--- src/hdl/csl_pkg.sv ---
// csl_pkg: shared types, token codes and character helpers for the subset lexer
// no dependencies; imported by every lexer module
package csl_pkg;

	// token text limits
	localparam int IDENT_MAX  = 32;
	localparam int STRING_MAX = 32;

	// text buffer geometry: two banks of 32 bytes
	localparam int TEXT_AW = 5;
	localparam int QDEPTH  = 4;

	localparam logic [23:0] LINE_MAX = 24'hFFFFFF;

	// token kinds
	localparam logic [5:0] K_EOF      = 6'd0;
	localparam logic [5:0] K_IDENT    = 6'd1;
	localparam logic [5:0] K_NUM      = 6'd2;
	localparam logic [5:0] K_STR      = 6'd3;
	localparam logic [5:0] K_CHAR     = 6'd4;
	localparam logic [5:0] K_INT      = 6'd5;
	localparam logic [5:0] K_CHARKW   = 6'd6;
	localparam logic [5:0] K_VOID     = 6'd7;
	localparam logic [5:0] K_IF       = 6'd8;
	localparam logic [5:0] K_ELSE     = 6'd9;
	localparam logic [5:0] K_WHILE    = 6'd10;
	localparam logic [5:0] K_FOR      = 6'd11;
	localparam logic [5:0] K_RETURN   = 6'd12;
	localparam logic [5:0] K_ASM      = 6'd13;
	localparam logic [5:0] K_BREAK    = 6'd14;
	localparam logic [5:0] K_CONTINUE = 6'd15;
	localparam logic [5:0] K_PLUS     = 6'd16;
	localparam logic [5:0] K_INC      = 6'd17;
	localparam logic [5:0] K_ADDEQ    = 6'd18;
	localparam logic [5:0] K_MINUS    = 6'd19;
	localparam logic [5:0] K_DEC      = 6'd20;
	localparam logic [5:0] K_SUBEQ    = 6'd21;
	localparam logic [5:0] K_STAR     = 6'd22;
	localparam logic [5:0] K_MULEQ    = 6'd23;
	localparam logic [5:0] K_SLASH    = 6'd24;
	localparam logic [5:0] K_DIVEQ    = 6'd25;
	localparam logic [5:0] K_PCT      = 6'd26;
	localparam logic [5:0] K_ASSIGN   = 6'd27;
	localparam logic [5:0] K_EQ       = 6'd28;
	localparam logic [5:0] K_NOT      = 6'd29;
	localparam logic [5:0] K_NE       = 6'd30;
	localparam logic [5:0] K_LT       = 6'd31;
	localparam logic [5:0] K_LE       = 6'd32;
	localparam logic [5:0] K_SHL      = 6'd33;
	localparam logic [5:0] K_GT       = 6'd34;
	localparam logic [5:0] K_GE       = 6'd35;
	localparam logic [5:0] K_SHR      = 6'd36;
	localparam logic [5:0] K_AMP      = 6'd37;
	localparam logic [5:0] K_LAND     = 6'd38;
	localparam logic [5:0] K_BAR      = 6'd39;
	localparam logic [5:0] K_LOR      = 6'd40;
	localparam logic [5:0] K_CARET    = 6'd41;
	localparam logic [5:0] K_TILDE    = 6'd42;
	localparam logic [5:0] K_LPAREN   = 6'd43;
	localparam logic [5:0] K_RPAREN   = 6'd44;
	localparam logic [5:0] K_LBRACE   = 6'd45;
	localparam logic [5:0] K_RBRACE   = 6'd46;
	localparam logic [5:0] K_LBRACK   = 6'd47;
	localparam logic [5:0] K_RBRACK   = 6'd48;
	localparam logic [5:0] K_SEMI     = 6'd49;
	localparam logic [5:0] K_COMMA    = 6'd50;
	localparam logic [5:0] K_ERR      = 6'd51;

	typedef struct packed {
		logic [7:0] char_byte;
		logic       source_end;
	} in_item_t;

	typedef struct packed {
		logic [5:0]         token_kind;
		logic [7:0]         text_byte;
		logic               text_valid;
		logic signed [31:0] token_value;
		logic [23:0]        token_line;
		logic               token_end;
		logic               last;
	} out_item_t;

	// one finished token handed from scanner to emitter
	typedef struct packed {
		logic [5:0]  kind;
		logic [31:0] value;
		logic [23:0] line;
		logic [5:0]  cnt;
		logic        from_store;
		logic        bank;
		logic [7:0]  b0;
		logic [7:0]  b1;
		logic        last;
	} cmd_t;

	// text buffer write port
	typedef struct packed {
		logic                 en;
		logic [TEXT_AW:0]     addr;
		logic [7:0]           data;
	} mem_wr_t;

	// bank release from emitter
	typedef struct packed {
		logic done;
		logic bank;
	} rel_t;

	function automatic cmd_t mk_cmd(input logic [5:0] kind, input logic [31:0] value,
			input logic [23:0] line, input logic [5:0] cnt, input logic from_store,
			input logic bank, input logic [7:0] b0, input logic [7:0] b1);
		cmd_t r;
		r.kind       = kind;
		r.value      = value;
		r.line       = line;
		r.cnt        = cnt;
		r.from_store = from_store;
		r.bank       = bank;
		r.b0         = b0;
		r.b1         = b1;
		r.last       = 1'b0;
		return r;
	endfunction

	function automatic logic is_alpha(input logic [7:0] c);
		return (c >= "a" && c <= "z") || (c >= "A" && c <= "Z") || c == "_";
	endfunction

	function automatic logic is_digit(input logic [7:0] c);
		return c >= "0" && c <= "9";
	endfunction

	// msb set when the byte is a hex digit
	function automatic logic [4:0] hex_digit(input logic [7:0] c);
		logic [7:0] d;
		d = 8'd0;
		if (c >= "0" && c <= "9") begin
			d = c - 8'h30;
			return {1'b1, d[3:0]};
		end else if (c >= "a" && c <= "f") begin
			d = c - 8'h57;
			return {1'b1, d[3:0]};
		end else if (c >= "A" && c <= "F") begin
			d = c - 8'h37;
			return {1'b1, d[3:0]};
		end
		return 5'd0;
	endfunction

	function automatic logic [7:0] escape_of(input logic [7:0] c);
		case (c)
			"n": return 8'd10;
			"t": return 8'd9;
			"r": return 8'd13;
			"0": return 8'd0;
			default: return c;
		endcase
	endfunction

	// operator code for a pair, second byte zero for a single; zero when none
	function automatic logic [5:0] op_kind(input logic [7:0] a, input logic [7:0] b);
		case ({a, b})
			{"+", 8'd0}: return K_PLUS;
			"++":        return K_INC;
			"+=":        return K_ADDEQ;
			{"-", 8'd0}: return K_MINUS;
			"--":        return K_DEC;
			"-=":        return K_SUBEQ;
			{"*", 8'd0}: return K_STAR;
			"*=":        return K_MULEQ;
			{"/", 8'd0}: return K_SLASH;
			"/=":        return K_DIVEQ;
			{"%", 8'd0}: return K_PCT;
			{"=", 8'd0}: return K_ASSIGN;
			"==":        return K_EQ;
			{"!", 8'd0}: return K_NOT;
			"!=":        return K_NE;
			{"<", 8'd0}: return K_LT;
			"<=":        return K_LE;
			"<<":        return K_SHL;
			{">", 8'd0}: return K_GT;
			">=":        return K_GE;
			">>":        return K_SHR;
			{"&", 8'd0}: return K_AMP;
			"&&":        return K_LAND;
			{"|", 8'd0}: return K_BAR;
			"||":        return K_LOR;
			{"^", 8'd0}: return K_CARET;
			{"~", 8'd0}: return K_TILDE;
			{"(", 8'd0}: return K_LPAREN;
			{")", 8'd0}: return K_RPAREN;
			{"{", 8'd0}: return K_LBRACE;
			{"}", 8'd0}: return K_RBRACE;
			{"[", 8'd0}: return K_LBRACK;
			{"]", 8'd0}: return K_RBRACK;
			{";", 8'd0}: return K_SEMI;
			{",", 8'd0}: return K_COMMA;
			default:     return K_EOF;
		endcase
	endfunction

	// first byte of some two-byte operator
	function automatic logic can_pair(input logic [7:0] a);
		return a == "+" || a == "-" || a == "*" || a == "/" || a == "=" ||
			a == "!" || a == "<" || a == ">" || a == "&" || a == "|";
	endfunction

	// keyword match on up to eight bytes, newest byte lowest
	function automatic logic [5:0] kw_kind(input logic [63:0] kb, input logic [5:0] n);
		logic [5:0] k;
		k = K_IDENT;
		case (n)
			6'd2: if (kb[15:0] == "if") k = K_IF;
			6'd3: begin
				if (kb[23:0] == "int") k = K_INT;
				else if (kb[23:0] == "for") k = K_FOR;
				else if (kb[23:0] == "asm") k = K_ASM;
			end
			6'd4: begin
				if (kb[31:0] == "char") k = K_CHARKW;
				else if (kb[31:0] == "void") k = K_VOID;
				else if (kb[31:0] == "else") k = K_ELSE;
			end
			6'd5: begin
				if (kb[39:0] == "while") k = K_WHILE;
				else if (kb[39:0] == "break") k = K_BREAK;
			end
			6'd6: if (kb[47:0] == "return") k = K_RETURN;
			6'd8: if (kb[63:0] == "continue") k = K_CONTINUE;
			default: k = K_IDENT;
		endcase
		return k;
	endfunction

endpackage

--- src/hdl/csl_front.sv ---
// csl_front: byte scanner; classifies source bytes and hands finished tokens on
// depends on csl_pkg; feeds csl_queue and the text buffer in csl_back
module csl_front import csl_pkg::*; (
	input  logic     clk,
	input  logic     arst_n,
	input  logic     src_valid,
	output logic     src_stall,
	input  in_item_t src_item,
	input  logic [2:0] q_fill,
	output logic     push_a,
	output logic     push_b,
	output cmd_t     cmd_a,
	output cmd_t     cmd_b,
	output mem_wr_t  mem_wr,
	input  rel_t     rel
);

	localparam logic [3:0] M_IDLE    = 4'd0;
	localparam logic [3:0] M_LINEC   = 4'd1;
	localparam logic [3:0] M_BLOCK   = 4'd2;
	localparam logic [3:0] M_BSTAR   = 4'd3;
	localparam logic [3:0] M_IDENT   = 4'd4;
	localparam logic [3:0] M_ZERO    = 4'd5;
	localparam logic [3:0] M_DEC     = 4'd6;
	localparam logic [3:0] M_HEX     = 4'd7;
	localparam logic [3:0] M_STR     = 4'd8;
	localparam logic [3:0] M_STRESC  = 4'd9;
	localparam logic [3:0] M_CHOPEN  = 4'd10;
	localparam logic [3:0] M_CHESC   = 4'd11;
	localparam logic [3:0] M_CHCLOSE = 4'd12;
	localparam logic [3:0] M_OP      = 4'd13;
	localparam logic [3:0] M_SLASH   = 4'd14;

	localparam logic [5:0] ID_LIM  = 6'(IDENT_MAX - 1);
	localparam logic [5:0] STR_LIM = 6'(STRING_MAX - 1);

	logic [3:0]  mode_q, mode_n;
	logic [5:0]  cnt_q, cnt_n;
	logic [31:0] val_q, val_n;
	logic [23:0] line_q, line_n;
	logic [23:0] sline_q, sline_n;
	logic [7:0]  held_q, held_n;
	logic [63:0] kw_q, kw_n;
	logic        bank_q, bank_n;
	logic [1:0]  busy_q, busy_n;

	logic        take;
	logic        again;
	logic [7:0]  c;
	logic [4:0]  hx;
	logic [5:0]  pk;
	cmd_t        e;

	assign c    = src_item.char_byte;
	assign hx   = hex_digit(c);
	assign pk   = op_kind(held_q, c);
	assign take = src_valid && !src_stall;

	// room for two tokens and a free bank for the next one
	assign src_stall = (q_fill > 3'(QDEPTH - 2)) || busy_q[~bank_q];

	// scan one byte: flush on source end, else a first pass in the current mode and, if needed, a restart from idle
	always_comb begin
		mode_n  = mode_q;
		cnt_n   = cnt_q;
		val_n   = val_q;
		line_n  = line_q;
		sline_n = sline_q;
		held_n  = held_q;
		kw_n    = kw_q;
		bank_n  = bank_q;
		push_a  = 1'b0;
		push_b  = 1'b0;
		cmd_a   = '0;
		cmd_b   = '0;
		mem_wr  = '0;
		again   = 1'b0;
		e       = '0;
		if (take) begin
			if (src_item.source_end || c == 8'd0) begin
				// flush the pending token
				case (mode_q)
					M_IDENT: begin
						cmd_a  = mk_cmd(kw_kind(kw_q, cnt_q), 32'd0, sline_q, cnt_q, 1'b1,
							bank_q, 8'd0, 8'd0);
						push_a = 1'b1;
					end
					M_ZERO, M_DEC, M_HEX: begin
						cmd_a  = mk_cmd(K_NUM, val_q, sline_q, cnt_q, 1'b1, bank_q, 8'd0, 8'd0);
						push_a = 1'b1;
					end
					M_STRESC: begin
						mem_wr.en   = 1'b1;
						mem_wr.addr = {bank_q, cnt_q[TEXT_AW-1:0]};
						mem_wr.data = 8'd0;
						cmd_a  = mk_cmd(K_STR, 32'(cnt_q + 6'd1), sline_q, cnt_q + 6'd1, 1'b1,
							bank_q, 8'd0, 8'd0);
						push_a = 1'b1;
					end
					M_STR: begin
						cmd_a  = mk_cmd(K_STR, 32'(cnt_q), sline_q, cnt_q, 1'b1, bank_q,
							8'd0, 8'd0);
						push_a = 1'b1;
					end
					M_CHOPEN, M_CHESC: begin
						cmd_a  = mk_cmd(K_CHAR, 32'd0, sline_q, 6'd1, 1'b0, bank_q, 8'd0, 8'd0);
						push_a = 1'b1;
					end
					M_CHCLOSE: begin
						cmd_a  = mk_cmd(K_CHAR, val_q, sline_q, 6'd1, 1'b0, bank_q, val_q[7:0],
							8'd0);
						push_a = 1'b1;
					end
					M_SLASH, M_OP: begin
						cmd_a  = mk_cmd(op_kind(held_q, 8'd0), 32'd0, sline_q, 6'd1, 1'b0,
							bank_q, held_q, 8'd0);
						push_a = 1'b1;
					end
					default: ;
				endcase
				// end of source marker
				e = mk_cmd(K_EOF, 32'd0, line_q, 6'd0, 1'b0, bank_q, 8'd0, 8'd0);
				if (push_a) begin
					cmd_b  = e;
					push_b = 1'b1;
				end else begin
					cmd_a  = e;
					push_a = 1'b1;
				end
				if (push_a && cmd_a.from_store) bank_n = ~bank_q;
				mode_n  = M_IDLE;
				cnt_n   = 6'd0;
				val_n   = 32'd0;
				line_n  = 24'd1;
				sline_n = 24'd1;
				held_n  = 8'd0;
			end else begin
				case (mode_q)
					M_IDLE: again = 1'b1;
					M_LINEC: if (c == 8'h0A) mode_n = M_IDLE;
					M_BLOCK: if (c == "*") mode_n = M_BSTAR;
					M_BSTAR: begin
						if (c == "/") mode_n = M_IDLE;
						else if (c != "*") mode_n = M_BLOCK;
					end
					M_IDENT: begin
						if ((is_alpha(c) || is_digit(c)) && cnt_q < ID_LIM) begin
							mem_wr.en   = 1'b1;
							mem_wr.addr = {bank_q, cnt_q[TEXT_AW-1:0]};
							mem_wr.data = c;
							if (cnt_q < 6'd8) kw_n = {kw_q[55:0], c};
							cnt_n = cnt_q + 6'd1;
						end else begin
							cmd_a  = mk_cmd(kw_kind(kw_q, cnt_q), 32'd0, sline_q, cnt_q, 1'b1,
								bank_q, 8'd0, 8'd0);
							push_a = 1'b1;
							again  = 1'b1;
						end
					end
					M_ZERO, M_DEC: begin
						if (mode_q == M_ZERO && c == "x") begin
							mem_wr.en   = 1'b1;
							mem_wr.addr = {bank_q, cnt_q[TEXT_AW-1:0]};
							mem_wr.data = c;
							cnt_n  = cnt_q + 6'd1;
							val_n  = 32'd0;
							mode_n = M_HEX;
						end else if (is_digit(c) && cnt_q < ID_LIM) begin
							mem_wr.en   = 1'b1;
							mem_wr.addr = {bank_q, cnt_q[TEXT_AW-1:0]};
							mem_wr.data = c;
							cnt_n  = cnt_q + 6'd1;
							val_n  = (val_q << 3) + (val_q << 1) + 32'(c[3:0]);
							mode_n = M_DEC;
						end else begin
							cmd_a  = mk_cmd(K_NUM, val_q, sline_q, cnt_q, 1'b1, bank_q,
								8'd0, 8'd0);
							push_a = 1'b1;
							again  = 1'b1;
						end
					end
					M_HEX: begin
						if (hx[4] && cnt_q < ID_LIM) begin
							mem_wr.en   = 1'b1;
							mem_wr.addr = {bank_q, cnt_q[TEXT_AW-1:0]};
							mem_wr.data = c;
							cnt_n = cnt_q + 6'd1;
							val_n = {val_q[27:0], hx[3:0]};
						end else begin
							cmd_a  = mk_cmd(K_NUM, val_q, sline_q, cnt_q, 1'b1, bank_q,
								8'd0, 8'd0);
							push_a = 1'b1;
							again  = 1'b1;
						end
					end
					M_STR: begin
						if (cnt_q >= STR_LIM || c == "\"") begin
							cmd_a  = mk_cmd(K_STR, 32'(cnt_q), sline_q, cnt_q, 1'b1, bank_q,
								8'd0, 8'd0);
							push_a = 1'b1;
							mode_n = M_IDLE;
							again  = (c != "\"");
						end else if (c == "\\") begin
							mode_n = M_STRESC;
						end else begin
							mem_wr.en   = 1'b1;
							mem_wr.addr = {bank_q, cnt_q[TEXT_AW-1:0]};
							mem_wr.data = c;
							cnt_n = cnt_q + 6'd1;
						end
					end
					M_STRESC: begin
						mem_wr.en   = 1'b1;
						mem_wr.addr = {bank_q, cnt_q[TEXT_AW-1:0]};
						mem_wr.data = escape_of(c);
						cnt_n  = cnt_q + 6'd1;
						mode_n = M_STR;
					end
					M_CHOPEN: begin
						if (c == "\\") begin
							mode_n = M_CHESC;
						end else begin
							val_n  = 32'(c);
							mode_n = M_CHCLOSE;
						end
					end
					M_CHESC: begin
						val_n  = 32'(escape_of(c));
						mode_n = M_CHCLOSE;
					end
					M_CHCLOSE: begin
						cmd_a  = mk_cmd(K_CHAR, val_q, sline_q, 6'd1, 1'b0, bank_q, val_q[7:0],
							8'd0);
						push_a = 1'b1;
						mode_n = M_IDLE;
						again  = (c != "'");
					end
					M_SLASH, M_OP: begin
						if (mode_q == M_SLASH && c == "/") begin
							mode_n = M_LINEC;
						end else if (mode_q == M_SLASH && c == "*") begin
							mode_n = M_BLOCK;
						end else if (pk != K_EOF) begin
							cmd_a  = mk_cmd(pk, 32'd0, sline_q, 6'd2, 1'b0, bank_q, held_q, c);
							push_a = 1'b1;
							mode_n = M_IDLE;
						end else begin
							cmd_a  = mk_cmd(op_kind(held_q, 8'd0), 32'd0, sline_q, 6'd1, 1'b0,
								bank_q, held_q, 8'd0);
							push_a = 1'b1;
							again  = 1'b1;
						end
					end
					default: again = 1'b1;
				endcase
				if (push_a) begin
					cnt_n  = 6'd0;
					val_n  = 32'd0;
					mode_n = M_IDLE;
					if (cmd_a.from_store) bank_n = ~bank_q;
				end
				// restart from idle with the same byte
				if (again) begin
					mode_n = M_IDLE;
					if (!(c == " " || c == 8'h09 || c == 8'h0D || c == 8'h0A)) begin
						sline_n = line_q;
						cnt_n   = 6'd0;
						val_n   = 32'd0;
						if (is_alpha(c) || is_digit(c)) begin
							mem_wr.en   = 1'b1;
							mem_wr.addr = {bank_n, {TEXT_AW{1'b0}}};
							mem_wr.data = c;
							cnt_n = 6'd1;
							kw_n  = {56'd0, c};
							if (is_alpha(c)) mode_n = M_IDENT;
							else begin
								val_n  = 32'(c[3:0]);
								mode_n = (c == "0") ? M_ZERO : M_DEC;
							end
						end else if (c == "\"") begin
							mode_n = M_STR;
						end else if (c == "'") begin
							mode_n = M_CHOPEN;
						end else if (c == "/") begin
							held_n = c;
							mode_n = M_SLASH;
						end else if (can_pair(c)) begin
							held_n = c;
							mode_n = M_OP;
						end else begin
							e = mk_cmd((op_kind(c, 8'd0) != K_EOF) ? op_kind(c, 8'd0) : K_ERR,
								32'd0, line_q, 6'd1, 1'b0, bank_n, c, 8'd0);
							if (push_a) begin
								cmd_b  = e;
								push_b = 1'b1;
							end else begin
								cmd_a  = e;
								push_a = 1'b1;
							end
						end
					end
				end
				// count lines, saturating
				if (c == 8'h0A && line_q != LINE_MAX) line_n = line_q + 24'd1;
			end
			// final result of this byte
			if (push_a) cmd_a.last = !push_b;
			if (push_b) cmd_b.last = 1'b1;
		end
	end

	// bank ownership: set when a stored token is queued, cleared when emitted
	always_comb begin
		busy_n = busy_q;
		if (rel.done) busy_n[rel.bank] = 1'b0;
		if (push_a && cmd_a.from_store) busy_n[cmd_a.bank] = 1'b1;
	end

	// scanner state
	always_ff @(posedge clk or negedge arst_n) begin
		if (!arst_n) begin
			mode_q  <= M_IDLE;
			cnt_q   <= 6'd0;
			val_q   <= 32'd0;
			line_q  <= 24'd1;
			sline_q <= 24'd1;
			held_q  <= 8'd0;
			bank_q  <= 1'b0;
			busy_q  <= 2'b00;
		end else begin
			mode_q  <= mode_n;
			cnt_q   <= cnt_n;
			val_q   <= val_n;
			line_q  <= line_n;
			sline_q <= sline_n;
			held_q  <= held_n;
			bank_q  <= bank_n;
			busy_q  <= busy_n;
		end
	end

	// keyword window, no reset needed
	always_ff @(posedge clk) begin
		kw_q <= kw_n;
	end

	// text writes never land in a bank still being emitted
	a_wr_free_bank: assert property (@(posedge clk) disable iff (!arst_n)
		mem_wr.en |-> !busy_q[mem_wr.addr[TEXT_AW]])
		else $error("text write into busy bank");

	// the bank being filled is never owned by the emitter
	a_cur_bank_free: assert property (@(posedge clk) disable iff (!arst_n)
		!busy_q[bank_q])
		else $error("scanner bank is busy");

	// line numbers start at one and saturate, never zero
	a_line_nonzero: assert property (@(posedge clk) disable iff (!arst_n)
		line_q != 24'd0 && sline_q != 24'd0)
		else $error("line number is zero");

endmodule

--- src/hdl/csl_queue.sv ---
// csl_queue: short token queue between scanner and emitter, two pushes per cycle
// depends on csl_pkg for cmd_t and QDEPTH
module csl_queue import csl_pkg::*; (
	input  logic       clk,
	input  logic       arst_n,
	input  logic       push_a,
	input  logic       push_b,
	input  cmd_t       cmd_a,
	input  cmd_t       cmd_b,
	input  logic       pop,
	output cmd_t       head,
	output logic [2:0] fill
);

	localparam int PW = $clog2(QDEPTH);

	cmd_t            ent_q [QDEPTH];
	logic [PW-1:0]   wr_ptr_q;
	logic [PW-1:0]   rd_ptr_q;
	logic [2:0]      fill_q;

	assign head = ent_q[rd_ptr_q];
	assign fill = fill_q;

	// entry storage
	always_ff @(posedge clk) begin
		if (push_a) ent_q[wr_ptr_q] <= cmd_a;
		if (push_b) ent_q[wr_ptr_q + PW'(1)] <= cmd_b;
	end

	// pointers and fill level
	always_ff @(posedge clk or negedge arst_n) begin
		if (!arst_n) begin
			wr_ptr_q <= '0;
			rd_ptr_q <= '0;
			fill_q   <= 3'd0;
		end else begin
			wr_ptr_q <= wr_ptr_q + PW'(push_a) + PW'(push_b);
			rd_ptr_q <= rd_ptr_q + PW'(pop);
			fill_q   <= fill_q + 3'(push_a) + 3'(push_b) - 3'(pop);
		end
	end

	a_pair_order: assert property (@(posedge clk) disable iff (!arst_n)
		push_b |-> push_a)
		else $error("second push without first");

	a_no_overflow: assert property (@(posedge clk) disable iff (!arst_n)
		fill_q <= 3'(QDEPTH) && !(pop && fill_q == 3'd0))
		else $error("queue overflow or underflow");

	// pointer distance agrees with the fill level
	a_fill_ptrs: assert property (@(posedge clk) disable iff (!arst_n)
		PW'(wr_ptr_q - rd_ptr_q) == fill_q[PW-1:0])
		else $error("queue pointers and fill disagree");

endmodule

--- src/hdl/csl_back.sv ---
// csl_back: token emitter; owns the banked text buffer and drives result items
// depends on csl_pkg; takes tokens from csl_queue
module csl_back import csl_pkg::*; (
	input  logic       clk,
	input  logic       arst_n,
	input  mem_wr_t    mem_wr,
	input  cmd_t       head,
	input  logic [2:0] fill,
	output logic       pop,
	output rel_t       rel,
	output logic       tok_valid,
	input  logic       tok_stall,
	output out_item_t  tok_item
);

	localparam logic [1:0] B_IDLE = 2'd0;
	localparam logic [1:0] B_READ = 2'd1;
	localparam logic [1:0] B_OUT  = 2'd2;

	logic [7:0]         text_mem [2**(TEXT_AW+1)];
	logic [7:0]         rd_q;
	logic [1:0]         state_q;
	cmd_t               cur_q;
	logic [TEXT_AW-1:0] idx_q;
	logic               out_valid_q;
	out_item_t          out_q;
	logic               slot_free;
	logic               is_end;
	logic               load;
	out_item_t          nxt;

	assign slot_free = !out_valid_q || !tok_stall;
	assign is_end    = (cur_q.cnt == 6'd0) || ({1'b0, idx_q} + 6'd1 == cur_q.cnt);
	assign load      = (state_q == B_OUT) && slot_free;
	assign pop       = (state_q == B_IDLE) && (fill != 3'd0);
	assign rel.done  = load && is_end && cur_q.from_store;
	assign rel.bank  = cur_q.bank;
	assign tok_valid = out_valid_q;
	assign tok_item  = out_q;

	// next result item
	always_comb begin
		nxt.token_kind  = cur_q.kind;
		nxt.text_valid  = (cur_q.cnt != 6'd0);
		nxt.token_value = cur_q.value;
		nxt.token_line  = cur_q.line;
		nxt.token_end   = is_end;
		nxt.last        = is_end && cur_q.last;
		if (cur_q.cnt == 6'd0) nxt.text_byte = 8'd0;
		else if (cur_q.from_store) nxt.text_byte = rd_q;
		else if (idx_q == '0) nxt.text_byte = cur_q.b0;
		else nxt.text_byte = cur_q.b1;
	end

	// text buffer, registered read
	always_ff @(posedge clk) begin
		if (mem_wr.en) text_mem[mem_wr.addr] <= mem_wr.data;
		rd_q <= text_mem[{cur_q.bank, idx_q}];
	end

	// emitter sequencer
	always_ff @(posedge clk or negedge arst_n) begin
		if (!arst_n) begin
			state_q     <= B_IDLE;
			idx_q       <= '0;
			out_valid_q <= 1'b0;
		end else begin
			// output slot: filled on load, kept while stalled
			out_valid_q <= load || (out_valid_q && tok_stall);
			case (state_q)
				B_IDLE: begin
					if (pop) begin
						idx_q   <= '0;
						state_q <= B_READ;
					end
				end
				B_READ: state_q <= B_OUT;
				B_OUT: begin
					if (slot_free) begin
						if (is_end) state_q <= B_IDLE;
						else begin
							idx_q   <= idx_q + 1'b1;
							state_q <= B_READ;
						end
					end
				end
				default: state_q <= B_IDLE;
			endcase
		end
	end

	// payload registers
	always_ff @(posedge clk) begin
		if (pop) cur_q <= head;
		if (load) out_q <= nxt;
	end

	// a token with no text is a single closing item with a zero byte
	a_empty_text: assert property (@(posedge clk) disable iff (!arst_n)
		(out_valid_q && !out_q.text_valid) |-> (out_q.token_end && out_q.text_byte == 8'd0))
		else $error("empty token not closed");

	a_last_ends: assert property (@(posedge clk) disable iff (!arst_n)
		(out_valid_q && out_q.last) |-> out_q.token_end)
		else $error("last item inside a token");

	// a stalled item stays valid and unchanged
	a_hold_stalled: assert property (@(posedge clk) disable iff (!arst_n)
		(out_valid_q && tok_stall) |=> (out_valid_q && $stable(out_q)))
		else $error("stalled item changed");

endmodule

--- src/hdl/c_subset_lexer_top.sv ---
// c_subset_lexer_top: streaming lexer for a small C subset
// depends on csl_pkg, csl_front, csl_queue, csl_back
//
// Usage:
//   src channel: one source byte per item (char_byte, source_end). A set
//   source_end or a zero byte ends the source: the pending token is flushed,
//   an eof token follows and line counting restarts at 1.
//   tok channel: one item per token text byte; token_end marks the final
//   byte of a token, last the final item caused by one source item. Tokens
//   with empty text (eof, empty string) are a single item with text_valid 0.
// Flow:
//   the scanner takes one byte per cycle unless stalled and queues finished
//   tokens; the emitter reads the banked text buffer with a registered port,
//   stepping through a read state and an output state for each text byte,
//   and pops another token only after the last item of the current one.
//   The scanner stalls when the queue has fewer than two free slots or when
//   the text bank it would switch to is still being emitted.
// Reset: asynchronous, clears scanner mode, line count to 1, queue and
//   output valid. The text buffer is not cleared and needs no sweep.
// Receiver stall: the output register holds its item; the emitter, then
//   the queue and finally src_stall back up in turn.
module c_subset_lexer_top import csl_pkg::*; (
	input  logic      clk,
	input  logic      arst_n,
	input  logic      src_valid,
	output logic      src_stall,
	input  in_item_t  src_item,
	output logic      tok_valid,
	input  logic      tok_stall,
	output out_item_t tok_item
);

	logic       push_a;
	logic       push_b;
	cmd_t       cmd_a;
	cmd_t       cmd_b;
	cmd_t       head;
	logic [2:0] fill;
	logic       pop;
	mem_wr_t    mem_wr;
	rel_t       rel;

	// scanner
	csl_front u_front (
		.clk       (clk),
		.arst_n    (arst_n),
		.src_valid (src_valid),
		.src_stall (src_stall),
		.src_item  (src_item),
		.q_fill    (fill),
		.push_a    (push_a),
		.push_b    (push_b),
		.cmd_a     (cmd_a),
		.cmd_b     (cmd_b),
		.mem_wr    (mem_wr),
		.rel       (rel)
	);

	// token queue
	csl_queue u_queue (
		.clk    (clk),
		.arst_n (arst_n),
		.push_a (push_a),
		.push_b (push_b),
		.cmd_a  (cmd_a),
		.cmd_b  (cmd_b),
		.pop    (pop),
		.head   (head),
		.fill   (fill)
	);

	// emitter
	csl_back u_back (
		.clk       (clk),
		.arst_n    (arst_n),
		.mem_wr    (mem_wr),
		.head      (head),
		.fill      (fill),
		.pop       (pop),
		.rel       (rel),
		.tok_valid (tok_valid),
		.tok_stall (tok_stall),
		.tok_item  (tok_item)
	);

endmodule
--- config.mk ---
export PLATFORM = sky130hd
export DESIGN_NAME = c_subset_lexer_top
export DESIGN_NICKNAME = d
export VERILOG_FILES = /design/src/hdl/csl_pkg.sv /design/src/hdl/csl_front.sv /design/src/hdl/csl_queue.sv /design/src/hdl/csl_back.sv /design/src/hdl/c_subset_lexer_top.sv
export SDC_FILE = /design/constraint.sdc
export NUM_CORES = 2
export LEC_CHECK = 0
export ABC_AREA = 1
export BUFFER_PORTS_ARGS = -buffer_cell sky130_fd_sc_hd__buf_2
export CAP_MARGIN = 20
export CORE_AREA = 3 3 311 313
export CTS_CLUSTER_SIZE = 8
export DETAILED_ROUTE_END_ITERATION = 6
export DIE_AREA = 0 0 314 316
export HOLD_SLACK_MARGIN = 0.15
export PLACE_DENSITY = 0.84
export SLEW_MARGIN = 40
export SYNTH_ARGS = -nofsm -noshare
export SYNTH_HDL_FRONTEND = slang
export SYNTH_SLANG_ARGS = --single-unit
--- constraint.sdc ---
create_clock -name clk -period 7.3 [get_ports clk]
set_clock_uncertainty 0.1 [all_clocks]
set_input_delay 0.73 -clock clk [delete_from_list [all_inputs] [get_ports clk]]
set_output_delay 0.73 -clock clk [all_outputs]
set_load 0.01 [all_outputs]
==> flow_metrics.py <==
metrics = {
    "clock_tree": {
        "clk_latency_worst_skew_pair_ns": 0.79,
        "ctsRootBufferMaster": "sky130_fd_sc_hd__clkbuf_16",
        "clk_pin_slew_ns": 0.05,
        "cts_buffers": 170,
        "cts_max_level": 4,
        "cts_post_setup_buffers_inserted": 0,
        "cts_tree": "yes",
        "clock_tree.buffer_depth": 3,
        "ctsResizeCount": 0,
        "cts_num_sinks": 1208,
    },
    "place": {
        "detailedPlacementHpwl_um": 119000,
        "routabilityCongestion": 1.05,
        "io_buffers": 87,
        "postPlaceCellArea_mm2": 0.0612,
    },
    "synth": {
        "synthMostInstantiatedCell": "sky130_fd_sc_hd__nand2_1",
        "ys_ff_latch": 1208,
        "ys.warnings.count": 0,
        "postSynth.topFlopCell": "sky130_fd_sc_hd__edfxtp_1",
        "yosysTopAreaCell": "sky130_fd_sc_hd__edfxtp_1",
        "synth.top_cells.by_area": "sky130_fd_sc_hd__edfxtp_1, sky130_fd_sc_hd__nand2_1, sky130_fd_sc_hd__dfxtp_1",
        "netlist.area_leader.share_pct": 45.1,
        "synth.avg_cell_area_um2": 8.75,
        "share_of_flip_flops_with_an_asynchronous_set_or_reset_pct": 9.60,
        "synthTopCellsByCount": "sky130_fd_sc_hd__nand2_1, sky130_fd_sc_hd__edfxtp_1, sky130_fd_sc_hd__nor2_1",
        "synth_fp_nets": 6953,
        "netlist_area_mm2": 0.0600,
        "netlist_instances": 6855,
        "synth-edff-count": 900,
        "ys_types": 70,
        "yosysSeqAreaShare_pct": 56.3,
    },
    "timing": {
        "unrepaired_setup_endpoints_after_global_routing": "false",
        "final.min_clock_period_ns": 5.65,
        "hold_violations": 0,
        "max_slew_margin_pct": 38.9,
        "period_share_pct": 77.4,
        "report.final.setup_viol": 0,
        "timing.final.max_slew_violations": 0,
        "worst_pin_slew_ns": 0.915,
        "worst_hold_slack_ns": 0.226,
        "final.setup.tns_ns": 0,
        "fmax_mhz": 177,
    },
    "setup_path": {
        "crit_path_max_fanout": 27,
        "critPathKind": "primary input to register",
        "arrival_ns": 5.93,
        "worst-r2r-cell-count": 15,
        "timing.critical_path.to_type": "register",
        "critical_path_required_ns": 7.58,
        "worst_setup_path_start_kind": "primary input",
    },
    "min_path": {
        "hold-path-cell-count": 3,
        "worstHoldPathType": "primary input to register",
    },
    "route": {
        "drt_iter0_drc": 8095,
        "postRouteWirelength_um": 185000,
        "vias": 52100,
        "iteration_count_of_the_initial_detailed_routing_pass": 7,
        "antenna_left": 0,
        "post-route-drc-count": 1,
        "viasPerCell": 6.35,
        "post_drt_wl_per_cell_um": 22.5,
    },
    "global_routing": {
        "grt_first_pass_wirelength_um": 282000,
        "globalRouteOverflowTotal": 0,
        "grtUsageTotal_pct": 36.8,
        "grt_pass1_vias": 49200,
        "antenna_violations_before_repair": 2,
        "grt_max_degree": 145,
    },
    "power": {
        "power_mw": 22.2,
        "power_switching_share_pct": 35.4,
        "sequentialPowerShare_pct": 41.0,
        "vdd_ir_drop_max_uv": 284,
        "cell_internal_pwr_mw": 14.4,
        "power.switching_mw": 7.86,
        "comb_power_share_pct": 25.9,
        "pwr-share-clk_pct": 33.1,
        "power.leakage_nw": 27.0,
        "power_density_mw_per_mm2": 336,
    },
    "layout": {
        "nets": 6932,
        "fraction_of_layout_instances_using_a_drive_strength_above_1_pct": 7.36,
        "final_core_utilization_pct": 70.0,
        "antenna_cells": 0,
        "layout.cell_area.non_filler_mm2": 0.0662,
        "area_delta_synth_final_pct": 10.4,
    },
    "status": {
        "violated_checks": "design-rule violations",
        "outcome": "complete, but fails checks",
    },
    "die": {
        "fp.dieH_um": 316,
        "fp.coreArea_mm2": 0.0946,
        "dieWidth_um": 314,
        "die_area_mm2": 0.0992,
        "fp-row-count": 113,
        "top_level_ports": 88,
        "effective_utilization_at_floorplan_pct": 63.4,
    },
    "run": {
        "cap_violations": 0,
    },
}
-- sequential cells by signal (all words and copies together) (netlist names), 3 cells and up --
register and cells:
u_front.cnt_q 6, u_queue.ent_q 348, u_front.held_q 8, u_front.mode_q 4, u_back.idx_q 5, u_back.cur_q 86
u_back.text_mem 512, u_back.rd_q 8, u_back.tok_item 73, u_front.line_q 24, u_queue.fill 3, u_front.sline_q 24
u_front.kw_q 64, u_front.val_q 32
-- power groups by stage --
stage / sequential (mW) / clock (mW) / combinational, mW
CTS: 9.10 / 7.38 / 5.56
floorplan: 9.01 / 0 / 3.67
global route: 9.18 / 7.70 / 6.14
detailed placement: 9.22 / 0 / 5.49
finish: 9.13 / 7.36 / 5.75
global placement: 9.18 / 0 / 5.38
-- worst max-delay path, cell delays in order --
cell and delay, ns:
sky130_fd_sc_hd__buf_2 0.21, sky130_fd_sc_hd__inv_1 0.27, sky130_fd_sc_hd__ha_1 0.27, sky130_fd_sc_hd__inv_1 0.11, sky130_fd_sc_hd__nand2_1 0.08, sky130_fd_sc_hd__nand3_1 0.35
sky130_fd_sc_hd__inv_1 0.28, sky130_fd_sc_hd__nand2_2 0.41, sky130_fd_sc_hd__nand3_1 0.30, sky130_fd_sc_hd__nand2_2 0.12, sky130_fd_sc_hd__nor2_2 0.23, sky130_fd_sc_hd__nand3_2 0.37
sky130_fd_sc_hd__nand2_4 0.29, sky130_fd_sc_hd__nor2_4 0.08, sky130_fd_sc_hd__nand2_1 0.10, sky130_fd_sc_hd__nand2_1 0.23, sky130_fd_sc_hd__nand2_1 0.22, sky130_fd_sc_hd__nand3_1 0.43
sky130_fd_sc_hd__nor2_1 0.79
-- metal layers --
layer	routed length, um	global-route usage (%)	vias to the layer above	part of all wire (%)
li1	-	-	23300	-
met1	68400	49.0	24400	37
met2	84600	58.1	3782	46
met3	23200	8.41	655	13
met4	8830	16.3	2	4.8
met5	13	0	-	0.0070
-- cell usage in the layout (no fill, tap or decap), types with 56 or more instances in the layout --
cell type	n
sky130_fd_sc_hd__nor3_1	60
sky130_fd_sc_hd__o22ai_1	217
sky130_fd_sc_hd__nand4_1	68
sky130_fd_sc_hd__buf_2	86
sky130_fd_sc_hd__nand3_1	212
sky130_fd_sc_hd__dfrtp_1	110
sky130_fd_sc_hd__inv_1	499
sky130_fd_sc_hd__clkbuf_16	175
sky130_fd_sc_hd__o21ai_0	652
sky130_fd_sc_hd__buf_4	68
sky130_fd_sc_hd__dfxtp_1	192
sky130_fd_sc_hd__o21ai_1	56
sky130_fd_sc_hd__edfxtp_1	900
sky130_fd_sc_hd__a21oi_1	237
sky130_fd_sc_hd__nand2_1	1861
sky130_fd_sc_hd__nor2_1	882
sky130_fd_sc_hd__ha_1	80
sky130_fd_sc_hd__clkbuf_1	101
-- metrics by stage --
step,instances,setup slack [ns]
floorplan,6855,0.0916
global placement,7926,1.31
detailed placement,7926,1.06
CTS,8217,1.85
global route,8217,1.40
finish,8217,1.65
-- what timing repair did --
| action | CTS | global route |
|---|---|---|
| hold endpoints to repair | 54 | 0 |
| setup endpoints to repair | 0 | 0 |
| hold buffers | 1 | 0 |
-- final cells by class --
cell class | count | area [um^2]
Clock buffer | 279 | 4800
Clock inverter | 11 | 190
Fill cell | 6858 | 28400
Inverter | 546 | 2070
Multi-Input combinational cell | 4743 | 22700
Sequential cell | 1208 | 33800
Tap cell | 1265 | 1580
Timing Repair Buffer | 165 | 1080
-- kinds of logic (layout without fill, tap and decap cells) --
group | after synthesis | count (layout) | synth area share, %
simple gates | 3208 | 3208 | 21.7
compound gates | 1413 | 1413 | 13.5
flops | 1208 | 1208 | 56.3
buf+inv | 904 | 1001 | 6.05
fa+ha+maj | 85 | 85 | 1.84
xor+xnor | 35 | 35 | 0.511
mux | 2 | 2 | 0.0334
-- path summary, 6_finish.rpt --
kind	end	startpoint	slack, ns
max	u_back.text_mem[8][5]	src_item[2]	1.65
min	u_back.tok_valid	tok_stall	0.23
max reg2reg	u_back.text_mem[11][1]	u_front.cnt_q[0]	1.68
min reg2reg	u_back.tok_item[48]	u_back.cur_q[71]	0.32
max in group asynchronous	u_queue.rd_ptr_q[0]	arst_n	5.47
min in group asynchronous	u_front.sline_q[17]	arst_n	0.44
Note: power is estimated with default switching activity, not from simulation.
